`src/hdl/salfp_pkg.sv`:
```
// Package for the sync-word, length-prefixed frame parser.
// Holds the parse phase type, the result record and the register map.
// Used by salfp_core and sync_addr_len_frame_parser; depends on nothing.
`default_nettype none

package salfp_pkg;

  localparam int unsigned ByteWidth    = 8;
  localparam int unsigned AddrWidth    = 16;
  localparam int unsigned CfgIdxWidth  = 2;

  localparam logic [ByteWidth-1:0] SyncFirstReset  = 8'h5a;
  localparam logic [ByteWidth-1:0] SyncSecondReset = 8'ha5;

  // Configuration register indexes.
  localparam logic [CfgIdxWidth-1:0] CFG_SYNC_FIRST  = 2'd0;
  localparam logic [CfgIdxWidth-1:0] CFG_SYNC_SECOND = 2'd1;

  typedef enum logic [2:0] {
    PH_HUNT    = 3'd0,
    PH_SYNC2   = 3'd1,
    PH_ADDR_H  = 3'd2,
    PH_ADDR_L  = 3'd3,
    PH_LEN     = 3'd4,
    PH_PAYLOAD = 3'd5
  } phase_t;

  typedef struct packed {
    logic [AddrWidth-1:0] frame_address;
    logic [ByteWidth-1:0] frame_length;
    logic [ByteWidth-1:0] payload_byte;
    logic                 has_byte;
    logic                 last_of_frame;
  } result_t;

endpackage

`default_nettype wire

```
`src/hdl/salfp_core.sv`:
```
// Frame parsing state machine: phase, address, length and payload count.
// Takes one byte per step and forms the result record combinationally.
// Depends on salfp_pkg.
`default_nettype none

module salfp_core (
  input  wire logic                           clk,
  input  wire logic                           rst,
  input  wire logic                           step,
  input  wire logic [salfp_pkg::ByteWidth-1:0] in_byte,
  input  wire logic [salfp_pkg::ByteWidth-1:0] sync_first,
  input  wire logic [salfp_pkg::ByteWidth-1:0] sync_second,
  output logic                                emit,
  output salfp_pkg::result_t                  res
);
  import salfp_pkg::*;

  phase_t               phase, phase_next;
  logic [AddrWidth-1:0] address_acc, address_acc_next;
  logic [ByteWidth-1:0] length_reg, length_reg_next;
  logic [ByteWidth-1:0] byte_count, byte_count_next;
  logic [ByteWidth-1:0] count_inc;

  assign count_inc = byte_count + 8'd1;

  always_ff @(posedge clk) begin
    if (rst) begin
      phase       <= PH_HUNT;
      address_acc <= '0;
      length_reg  <= '0;
      byte_count  <= '0;
    end else if (step) begin
      phase       <= phase_next;
      address_acc <= address_acc_next;
      length_reg  <= length_reg_next;
      byte_count  <= byte_count_next;
    end
  end

  always_comb begin
    phase_next        = phase;
    address_acc_next  = address_acc;
    length_reg_next   = length_reg;
    byte_count_next   = byte_count;
    emit              = 1'b0;
    res.frame_address = address_acc;
    res.frame_length  = length_reg;
    res.payload_byte  = in_byte;
    res.has_byte      = 1'b1;
    res.last_of_frame = 1'b0;
    unique case (phase)
      PH_SYNC2: begin
        // A wrong second byte is not retried as a first sync byte.
        phase_next = (in_byte == sync_second) ? PH_ADDR_H : PH_HUNT;
      end
      PH_ADDR_H: begin
        address_acc_next = {{(AddrWidth-ByteWidth){1'b0}}, in_byte};
        phase_next       = PH_ADDR_L;
      end
      PH_ADDR_L: begin
        address_acc_next = {address_acc[ByteWidth-1:0], in_byte};
        phase_next       = PH_LEN;
      end
      PH_LEN: begin
        length_reg_next  = in_byte;
        byte_count_next  = '0;
        res.frame_length = in_byte;
        if (in_byte == '0) begin
          // An empty frame still reports itself, with no data byte.
          emit              = 1'b1;
          res.payload_byte  = '0;
          res.has_byte      = 1'b0;
          res.last_of_frame = 1'b1;
          phase_next        = PH_HUNT;
        end else begin
          phase_next = PH_PAYLOAD;
        end
      end
      PH_PAYLOAD: begin
        emit              = 1'b1;
        byte_count_next   = count_inc;
        res.last_of_frame = (count_inc >= length_reg);
        if (count_inc >= length_reg) begin
          phase_next = PH_HUNT;
        end
      end
      default: begin
        phase_next = (in_byte == sync_first) ? PH_SYNC2 : PH_HUNT;
      end
    endcase
  end

  a_count_below_length: assert property (@(posedge clk) disable iff (rst)
    phase == PH_PAYLOAD |-> byte_count < length_reg)
    else $error("payload count has reached the declared length");

  a_last_returns_to_hunt: assert property (@(posedge clk) disable iff (rst)
    step && emit && res.last_of_frame |=> phase == PH_HUNT)
    else $error("parser did not resume hunting after the end of a frame");

  a_payload_exit: assert property (@(posedge clk) disable iff (rst)
    step && phase == PH_PAYLOAD |=> phase == PH_PAYLOAD || phase == PH_HUNT)
    else $error("payload phase left for a phase other than hunting");

endmodule

`default_nettype wire

```
`src/hdl/sync_addr_len_frame_parser.sv`:
```
// Sync-word, length-prefixed frame parser. Each received byte is accepted
// on the input channel and, after passing an input register and the parsing
// logic, any result it causes sits in the output register, so a byte is
// taken every cycle while results flow. A frame is two sync bytes
// (registers 0 and 1, reset 0x5a and 0xa5), a 16-bit address high byte
// first, a length byte and that many payload bytes; each payload byte comes
// out tagged with address, length and a last-of-frame mark, and a zero
// length gives one result with has_byte low. Sync values are written
// through the cfg port; the user must do so only while idle, as the block
// itself does not enforce it. Depends on salfp_pkg and salfp_core.
`default_nettype none

module sync_addr_len_frame_parser (
  input  wire logic                             clk,
  input  wire logic                             rst,
  input  wire logic                             in_valid,
  output logic                                  in_ready,
  input  wire logic [salfp_pkg::ByteWidth-1:0]   in_byte,
  output logic                                  out_valid,
  input  wire logic                             out_ready,
  output logic [salfp_pkg::AddrWidth-1:0]       frame_address,
  output logic [salfp_pkg::ByteWidth-1:0]       frame_length,
  output logic [salfp_pkg::ByteWidth-1:0]       payload_byte,
  output logic                                  has_byte,
  output logic                                  last_of_frame,
  input  wire logic                             cfg_valid,
  output logic                                  cfg_ready,
  input  wire logic [salfp_pkg::CfgIdxWidth-1:0] cfg_index,
  input  wire logic [salfp_pkg::ByteWidth-1:0]   cfg_data
);
  import salfp_pkg::*;

  logic [ByteWidth-1:0] sync_first, sync_second;
  logic                 in_reg_valid;
  logic [ByteWidth-1:0] in_reg_byte;
  logic                 advance;
  logic                 step;
  logic                 emit;
  result_t              res;
  result_t              out_res;

  assign cfg_ready = 1'b1;

  always_ff @(posedge clk) begin
    if (rst) begin
      sync_first  <= SyncFirstReset;
      sync_second <= SyncSecondReset;
    end else if (cfg_valid && cfg_ready) begin
      unique case (cfg_index)
        CFG_SYNC_FIRST:  sync_first  <= cfg_data;
        CFG_SYNC_SECOND: sync_second <= cfg_data;
        default: ;
      endcase
    end
  end

  // The held byte moves on whenever the output register is free or emptying.
  assign advance  = !out_valid || out_ready;
  assign step     = in_reg_valid && advance;
  assign in_ready = !in_reg_valid || advance;

  always_ff @(posedge clk) begin
    if (rst) begin
      in_reg_valid <= 1'b0;
    end else if (in_valid && in_ready) begin
      in_reg_valid <= 1'b1;
    end else if (advance) begin
      in_reg_valid <= 1'b0;
    end
  end

  always_ff @(posedge clk) begin
    if (in_valid && in_ready) begin
      in_reg_byte <= in_byte;
    end
  end

  salfp_core u_core (
    .clk         (clk),
    .rst         (rst),
    .step        (step),
    .in_byte     (in_reg_byte),
    .sync_first  (sync_first),
    .sync_second (sync_second),
    .emit        (emit),
    .res         (res)
  );

  always_ff @(posedge clk) begin
    if (rst) begin
      out_valid <= 1'b0;
    end else if (advance) begin
      out_valid <= step && emit;
    end
  end

  always_ff @(posedge clk) begin
    if (step && emit) begin
      out_res <= res;
    end
  end

  assign frame_address = out_res.frame_address;
  assign frame_length  = out_res.frame_length;
  assign payload_byte  = out_res.payload_byte;
  assign has_byte      = out_res.has_byte;
  assign last_of_frame = out_res.last_of_frame;

  a_held_byte_kept: assert property (@(posedge clk) disable iff (rst)
    in_reg_valid && !advance |=> in_reg_valid && $stable(in_reg_byte))
    else $error("a held byte was lost or changed while the output stalled");

  a_empty_frame_result: assert property (@(posedge clk) disable iff (rst)
    out_valid && !has_byte |-> last_of_frame && payload_byte == '0)
    else $error("an empty-frame result is malformed");

  a_result_drains: assert property (@(posedge clk) disable iff (rst)
    out_valid && out_ready && !(step && emit) |=> !out_valid)
    else $error("a taken result was shown again");

endmodule

`default_nettype wire
```
`config.mk`:
```
export PLATFORM = sky130hd
export DESIGN_NAME = sync_addr_len_frame_parser
export DESIGN_NICKNAME = d
export VERILOG_FILES = /design/src/hdl/salfp_pkg.sv /design/src/hdl/salfp_core.sv /design/src/hdl/sync_addr_len_frame_parser.sv
export SDC_FILE = /design/constraint.sdc
export NUM_CORES = 1
export LEC_CHECK = 0
export BUFFER_PORTS_ARGS = -buffer_cell sky130_fd_sc_hd__buf_2
export CAP_MARGIN = 20
export CORE_MARGIN = 1
export CORE_UTILIZATION = 60
export DETAILED_ROUTE_END_ITERATION = 12
export PLACE_DENSITY = 0.91
export RECOVER_POWER = 100
export SETUP_SLACK_MARGIN = 0.5
export SLEW_MARGIN = 25
export SYNTH_ARGS = -nofsm -noshare
export SYNTH_HDL_FRONTEND = slang
export SYNTH_SLANG_ARGS = --single-unit
```
`constraint.sdc`:
```
create_clock -name clk -period 9.7 [get_ports clk]
set_clock_uncertainty 0.1 [all_clocks]
set_input_delay 1.94 -clock clk [delete_from_list [all_inputs] [get_ports clk]]
set_output_delay 1.94 -clock clk [all_outputs]
set_load 0.02 [all_outputs]
```
==> out/summary.txt, run 1 <==
CLOCK TREE
---------------------------------------------------------------------------------
Number of buffers on the longest clock path ........................            2
Worst-skew pair later-pin latency ..................................      0.38 ns
Post-CTS setup buffer count ........................................            0
Level count of the clock H-tree ....................................            3
Number of instances resized during post-cts repair .................            0
CTS Buf Count ......................................................            9
Clock root cell ....................................................     clkbuf_8
TritonCTS clock tree ...............................................          yes
Clock slew seen by the registers of the worst setup and hold paths .      0.11 ns
Sink Count .........................................................           95
Post-cts hold buffer count .........................................            0

SYNTHESIS
---------------------------------------------------------------------------------
Synthesized net count ..............................................          400
Area share of the leading cell type in the synthesized netlist .....        32.0%
Mean area per synthesized cell .....................................     10.7 um2
Synthesized cell area ..............................................     3940 um2
Library cell occupying the most area in the post-synthesis netlist .     edfxtp_1
FF+latch count, synth ..............................................           95
Number of flops mapped to enable cells by yosys ....................           42
Synth unique cells .................................................           43
Number of instances in the synthesized netlist .....................          368
Post-synth top flop ................................................      dfxtp_1
Proportion of synthesized chip area in sequential cells ............        59.0%
Synth area leaders ................................................. edfxtp_1 (32%), dfxtp_1 (27%), mux2i_1 (4.1%)
Yosys warns ........................................................            0
Async S/R FF share, synth ..........................................           0%

POWER AND IR DROP
---------------------------------------------------------------------------------
Leak pwr ...........................................................      1.61 nW
Power share of the combinational group .............................         4.8%
Internal power summed over all cells ...............................     0.540 mW
Proportion of power drawn by the clock network .....................        35.2%
Power spent charging and discharging nets ..........................     0.182 mW
Final total power ..................................................     0.722 mW
Proportion of power drawn by flip-flops and latches ................        60.1%
Max IR drop VDD ....................................................     0.119 mV
Sw frac ............................................................        25.3%
Total power density per cell area ..................................   167 nW/um2

FINISH
---------------------------------------------------------------------------------
Net count, final ...................................................          439
Syn-to-layout area delta ...........................................        10.1%
Number of diodes added for antenna fixing ..........................            0
Final Core Density .................................................        68.3%
Commonest non-fill, non-tap cell in the layout .....................      dfxtp_1
Fraction of layout cells with a size suffix above 1 ................        9.22%
Commonest cells after routing, fill and taps aside ................. dfxtp_1 (53), edfxtp_1 (42), nand2_1 (41), clkbuf_1 (39), nor2_1 (32)

TIMING
---------------------------------------------------------------------------------
Final clock period utilization by the worst path ...................        47.6%
Max-slew headroom ..................................................       -52.7%
Final critical path time including I/O delays and setup ............      4.62 ns
Endpoints failing setup ............................................            0
Final hold vios ....................................................            0
Final setup TNS ....................................................         0 ns
Transition at the pin with the smallest max-transition slack .......      2.29 ns
Worst-case hold slack ..............................................     0.344 ns
Fmax ...............................................................    0.217 GHz
Setup repair after global routing missed its margin ................        false
Count of final max-slew check failures .............................           74
Worst setup margin .................................................      5.08 ns

GLOBAL ROUTE
---------------------------------------------------------------------------------
Global-route wire length before repair .............................     11700 um
Met1 usage in global routing .......................................        28.4%
Overflow left after global routing .................................            0
Maximum number of pins on one net before global-route repair .......           54
Antenna violations before repair ...................................            0
GRT Resource Usage Total ...........................................        22.1%
Most congested layer reported by global routing ....................         met2
Grt met3 use .......................................................        5.57%
Vias in the first global route .....................................         2495
GR Util met2 .......................................................        34.5%

WORST HOLD PATH
---------------------------------------------------------------------------------
Worst min-delay path class ......................................... flop to flop

SETUP PATH
---------------------------------------------------------------------------------
Arrival time of data at the critical path endpoint .................      4.51 ns
Endpoint class of the critical path ................................         flop
Sort of element at the start of the critical path ..................         flop
Crit-path max FO ...................................................           25
Critical path data required time ...................................      9.59 ns
Category of the critical setup timing path ......................... flop to flop

DETAILED ROUTING
---------------------------------------------------------------------------------
Average vias per placed instance ...................................         5.56
Total via count after detailed routing .............................         2717
Violation count after the first detailed-route iteration ...........          141
Iteration count of the initial detailed-routing pass ...............            5
Post-detailed-routing wire length ..................................      7330 um
Antenna viol nets, final ...........................................            0
Routed length per instance .........................................      15.0 um
Remaining routing DRC violations ...................................            0

PLACED DESIGN
---------------------------------------------------------------------------------
Port Buffers .......................................................           58
HPWL Detailed ......................................................      5080 um
Gp weighted congestion .............................................        0.825
Setup Slack @ Placement ............................................      5.23 ns

DIE
---------------------------------------------------------------------------------
Area enclosed by the die boundary ..................................     6890 um2
Width of the die ...................................................      83.0 um
Effective utilization at floorplan .................................        62.0%
Cell row count .....................................................           29
Core ar. ...........................................................     6350 um2
Die H ..............................................................      83.0 um
Top Ports ..........................................................           60

RUN
---------------------------------------------------------------------------------
Max Cap Viol .......................................................            2

OUTCOME
---------------------------------------------------------------------------------
Status ............................................................. complete, but fails checks
Violated checks .................................................... capacitance limit, slew limit

-- worst paths after layout --
kind | startpoint | endpoint | slack (ns) | depth (start not counted)
max reg2reg | u_core.phase[0] | payload_byte[6] | 5.08 | 4
max | u_core.phase[0] | payload_byte[6] | 5.08 | 4
min reg2reg | u_core.address_acc[12] | frame_address[12] | 0.34 | 0
min | u_core.address_acc[12] | frame_address[12] | 0.34 | 0
-- critical path: stages (launching register included) --
cell and delay (ns):
dfxtp_1 0.50, nor3b_1 1.41, nand2_1 0.29, a21oi_1 0.88, clkbuf_1 1.03
-- cells by family after synthesis --
| family | Yosys count | synth area share, % |
|---|---|---|
| compound gates | 60 | 9.41 |
| fa+ha+maj | 9 | 2.86 |
| flops | 95 | 59.0 |
| other cells | 1 | 0.0953 |
| xor+xnor | 22 | 4.90 |
| buf+inv | 45 | 5.02 |
| simple gates | 119 | 14.4 |
| mux | 17 | 4.35 |
-- layer usage --
metal	wire length [um]	vias up	share of wire (%)
li1	-	1346	-
met1	3190	1269	43
met2	3530	87	48
met3	427	15	5.8
met4	184	0	2.5
met5	0	-	0
-- cell type report --
cell class                 instances  area, um2
multi-input combinational        228       1410
timing repair buffer              60        254
tap                               77       96.3
inverter                          13       48.8
fill                             474       2020
sequential                        95       2320
clock buffer                       9        124
clock inverter                     7       77.6
-- power groups by stage --
stage / clock, mW / combinational [mW] / sequential (mW)
after floorplan: 0 / 0.0311 / 0.436
final: 0.254 / 0.0345 / 0.434
after global routing: 0.272 / 0.0383 / 0.435
after global placement: 0 / 0.0338 / 0.442
after detailed placement: 0 / 0.0349 / 0.443
after CTS: 0.257 / 0.0350 / 0.433
-- cell usage after synthesis, types with 3 or more instances --
cell      count
clkbuf_1     23
ha_1          9
or3_1         4
dfxtp_1      53
nand3b_1      3
edfxtp_1     42
a22oi_1       3
nor2_1       32
xor2_1       15
mux2i_1      16
nand2b_1      3
nand3_1      12
or4_1         4
inv_1        13
nor2b_1       8
a211o_1       8
buf_2         4
nand4_1       4
xnor2_1       7
o21ai_0       8
o21ai_1       5
a21oi_1      27
nand2_1      41
-- metrics by stage --
stage / area (um2) / cells
2_1_floorplan: 3940 / 368
3_3_place_gp: 4190 / 472
3_5_place_dp: 4190 / 472
6_report: 4330 / 489
5_1_grt: 4330 / 489
4_1_cts: 4390 / 488
(Power assumes the default switching activity.)
==> run 2, diff against run 1 <==
CORE_UTILIZATION = 51   (was 60)
PLACE_DENSITY = 0.83   (was 0.91)
clock period = 3.7 ns   (was 9.7 ns; I/O delays follow)
==> out/summary.txt, run 2 (synthesized netlist as in run 1, its figures left out) <==
OUTCOME
---------------------------------------------------------------------------------
Status ............................................................. complete, but fails checks
Violated checks .................................................... capacitance limit, slew limit

SETUP PATH
---------------------------------------------------------------------------------
Critical path data required time ...................................      3.64 ns
Endpoint class of the critical path ................................         flop
Category of the critical setup timing path ......................... flop to flop
Number of cells on the worst reg-to-reg path .......................            5
Arrival time of data at the critical path endpoint .................      2.79 ns
Crit-path max FO ...................................................           25
Sort of element at the start of the critical path ..................         flop

DETAILED ROUTING
---------------------------------------------------------------------------------
Violation count after the first detailed-route iteration ...........          222
Total via count after detailed routing .............................         2754
Average vias per placed instance ...................................         5.38
Antenna viol nets, final ...........................................            0
Remaining routing DRC violations ...................................            0
Routed length per instance .........................................      15.7 um
Post-detailed-routing wire length ..................................      8060 um
Iteration count of the initial detailed-routing pass ...............            4

CLOCK TREE
---------------------------------------------------------------------------------
Number of buffers on the longest clock path ........................            2
Post-CTS setup buffer count ........................................            0
Post-cts hold buffer count .........................................            0
Clock slew seen by the registers of the worst setup and hold paths .      0.09 ns
Worst-skew pair later-pin latency ..................................      0.36 ns
Clock root cell ....................................................     clkbuf_8
CTS Buf Count ......................................................            9
Sink Count .........................................................           95
Level count of the clock H-tree ....................................            3
TritonCTS clock tree ...............................................          yes
Number of instances resized during post-cts repair .................            0

GLOBAL ROUTE
---------------------------------------------------------------------------------
Overflow left after global routing .................................            0
GRT Resource Usage Total ...........................................        20.7%
Maximum number of pins on one net before global-route repair .......           54
Vias in the first global route .....................................         2588
Antenna violations before repair ...................................            0
Global-route wire length before repair .............................     12900 um

DIE
---------------------------------------------------------------------------------
Cell row count .....................................................           31
Top Ports ..........................................................           60
Die H ..............................................................      89.9 um
Core ar. ...........................................................     7370 um2
Effective utilization at floorplan .................................        53.4%
Area enclosed by the die boundary ..................................     8070 um2
Width of the die ...................................................      89.9 um

TIMING
---------------------------------------------------------------------------------
Max-slew headroom ..................................................       -56.5%
Final hold vios ....................................................            0
Final critical path time including I/O delays and setup ............      2.86 ns
Final setup TNS ....................................................         0 ns
Transition at the pin with the smallest max-transition slack .......      2.35 ns
Fmax ...............................................................    0.350 GHz
Setup repair after global routing missed its margin ................        false
Worst-case hold slack ..............................................     0.337 ns
Count of final max-slew check failures .............................           54
Final clock period utilization by the worst path ...................        77.2%
Endpoints failing setup ............................................            0

FINISH
---------------------------------------------------------------------------------
Final Core Density .................................................        59.0%
Net count, final ...................................................          440
Number of diodes added for antenna fixing ..........................            0
Commonest non-fill, non-tap cell in the layout .....................      dfxtp_1
Fraction of layout cells with a size suffix above 1 ................        9.20%
Commonest cells after routing, fill and taps aside ................. dfxtp_1 (53), edfxtp_1 (42), nand2_1 (41), clkbuf_1 (40), nor2_1 (32)
Filler Cell Count ..................................................          662
Syn-to-layout area delta ...........................................        10.6%

WORST HOLD PATH
---------------------------------------------------------------------------------
Hold Path Depth ....................................................            0
Worst min-delay path class ......................................... flop to flop

POWER AND IR DROP
---------------------------------------------------------------------------------
Leak pwr ...........................................................      1.60 nW
Final total power ..................................................      1.84 mW
Max IR drop VDD ....................................................     0.288 mV
Total power density per cell area ..................................   423 nW/um2

PLACED DESIGN
---------------------------------------------------------------------------------
Port Buffers .......................................................           58
Gp weighted congestion .............................................        0.937
HPWL Detailed ......................................................      5780 um

RUN
---------------------------------------------------------------------------------
Max Cap Viol .......................................................            1

==> run 2: cell count changes in the layout (fill, tap and decap cells not counted) <==
cell,change
clkinv_8,-2
a21oi_1,-1
clkinv_1,+1
inv_6,-1
clkinv_2,+1
buf_4,+1
a21oi_4,+1
clkbuf_1,+1
==> run 2: worst paths after layout <==
| check | startpoint | to | slack (ns) |
|---|---|---|---|
| worst max-delay path | u_core.phase[0] | has_byte | 0.84 |
| worst min-delay path | u_core.address_acc[15] | frame_address[15] | 0.34 |
| worst max register to register | u_core.phase[0] | has_byte | 0.84 |
| worst min register to register | u_core.address_acc[15] | frame_address[15] | 0.34 |
==> run 2: where the power goes <==
group	switching [mW]	leakage [nW]	internal, mW
Sequential	0.0255	0.814	1.11
Combinational	0.0564	0.705	0.0390
Clock	0.361	0.0862	0.249
Total	0.443	1.60	1.40
==> run 2: layout make-up <==
type	count	area, um2	area share, %
clock buffers	10	128	2.93
flip-flops and latches	95	2320	53.4
clock inverters	6	45.0	1.04
repair buffers	61	262	6.01
multi-input cells	228	1420	32.7
inverters	13	48.8	1.12
well taps	99	124	2.85
==> run 2: worst max-delay path, cell delays in order (launching register included) <==
cell and delay (ns):
dfxtp_1 0.50, nor3b_1 0.27, clkbuf_1 0.60, nand2_1 0.28, a21oi_4 0.40, buf_4 0.37
==> run 2: routing by layer <==
layer	routed length, um	vias to the layer above	part of all wire [%]	track usage (%)
li1	-	1349	-	-
met1	3640	1287	45	27.4
met2	3720	97	46	32.4
met3	454	21	5.6	3.89
met4	243	0	3.0	10.8
met5	0	-	0	0
==> run 2: per-stage QoR <==
stage	instances	worst slack, ns	cell area (um2)
final	512	0.845	4350
after global routing	512	0.583	4350
after CTS	512	1.07	4410
after detailed placement	496	1.09	4240
after global placement	496	1.19	4240
after floorplan	368	0.896	3940
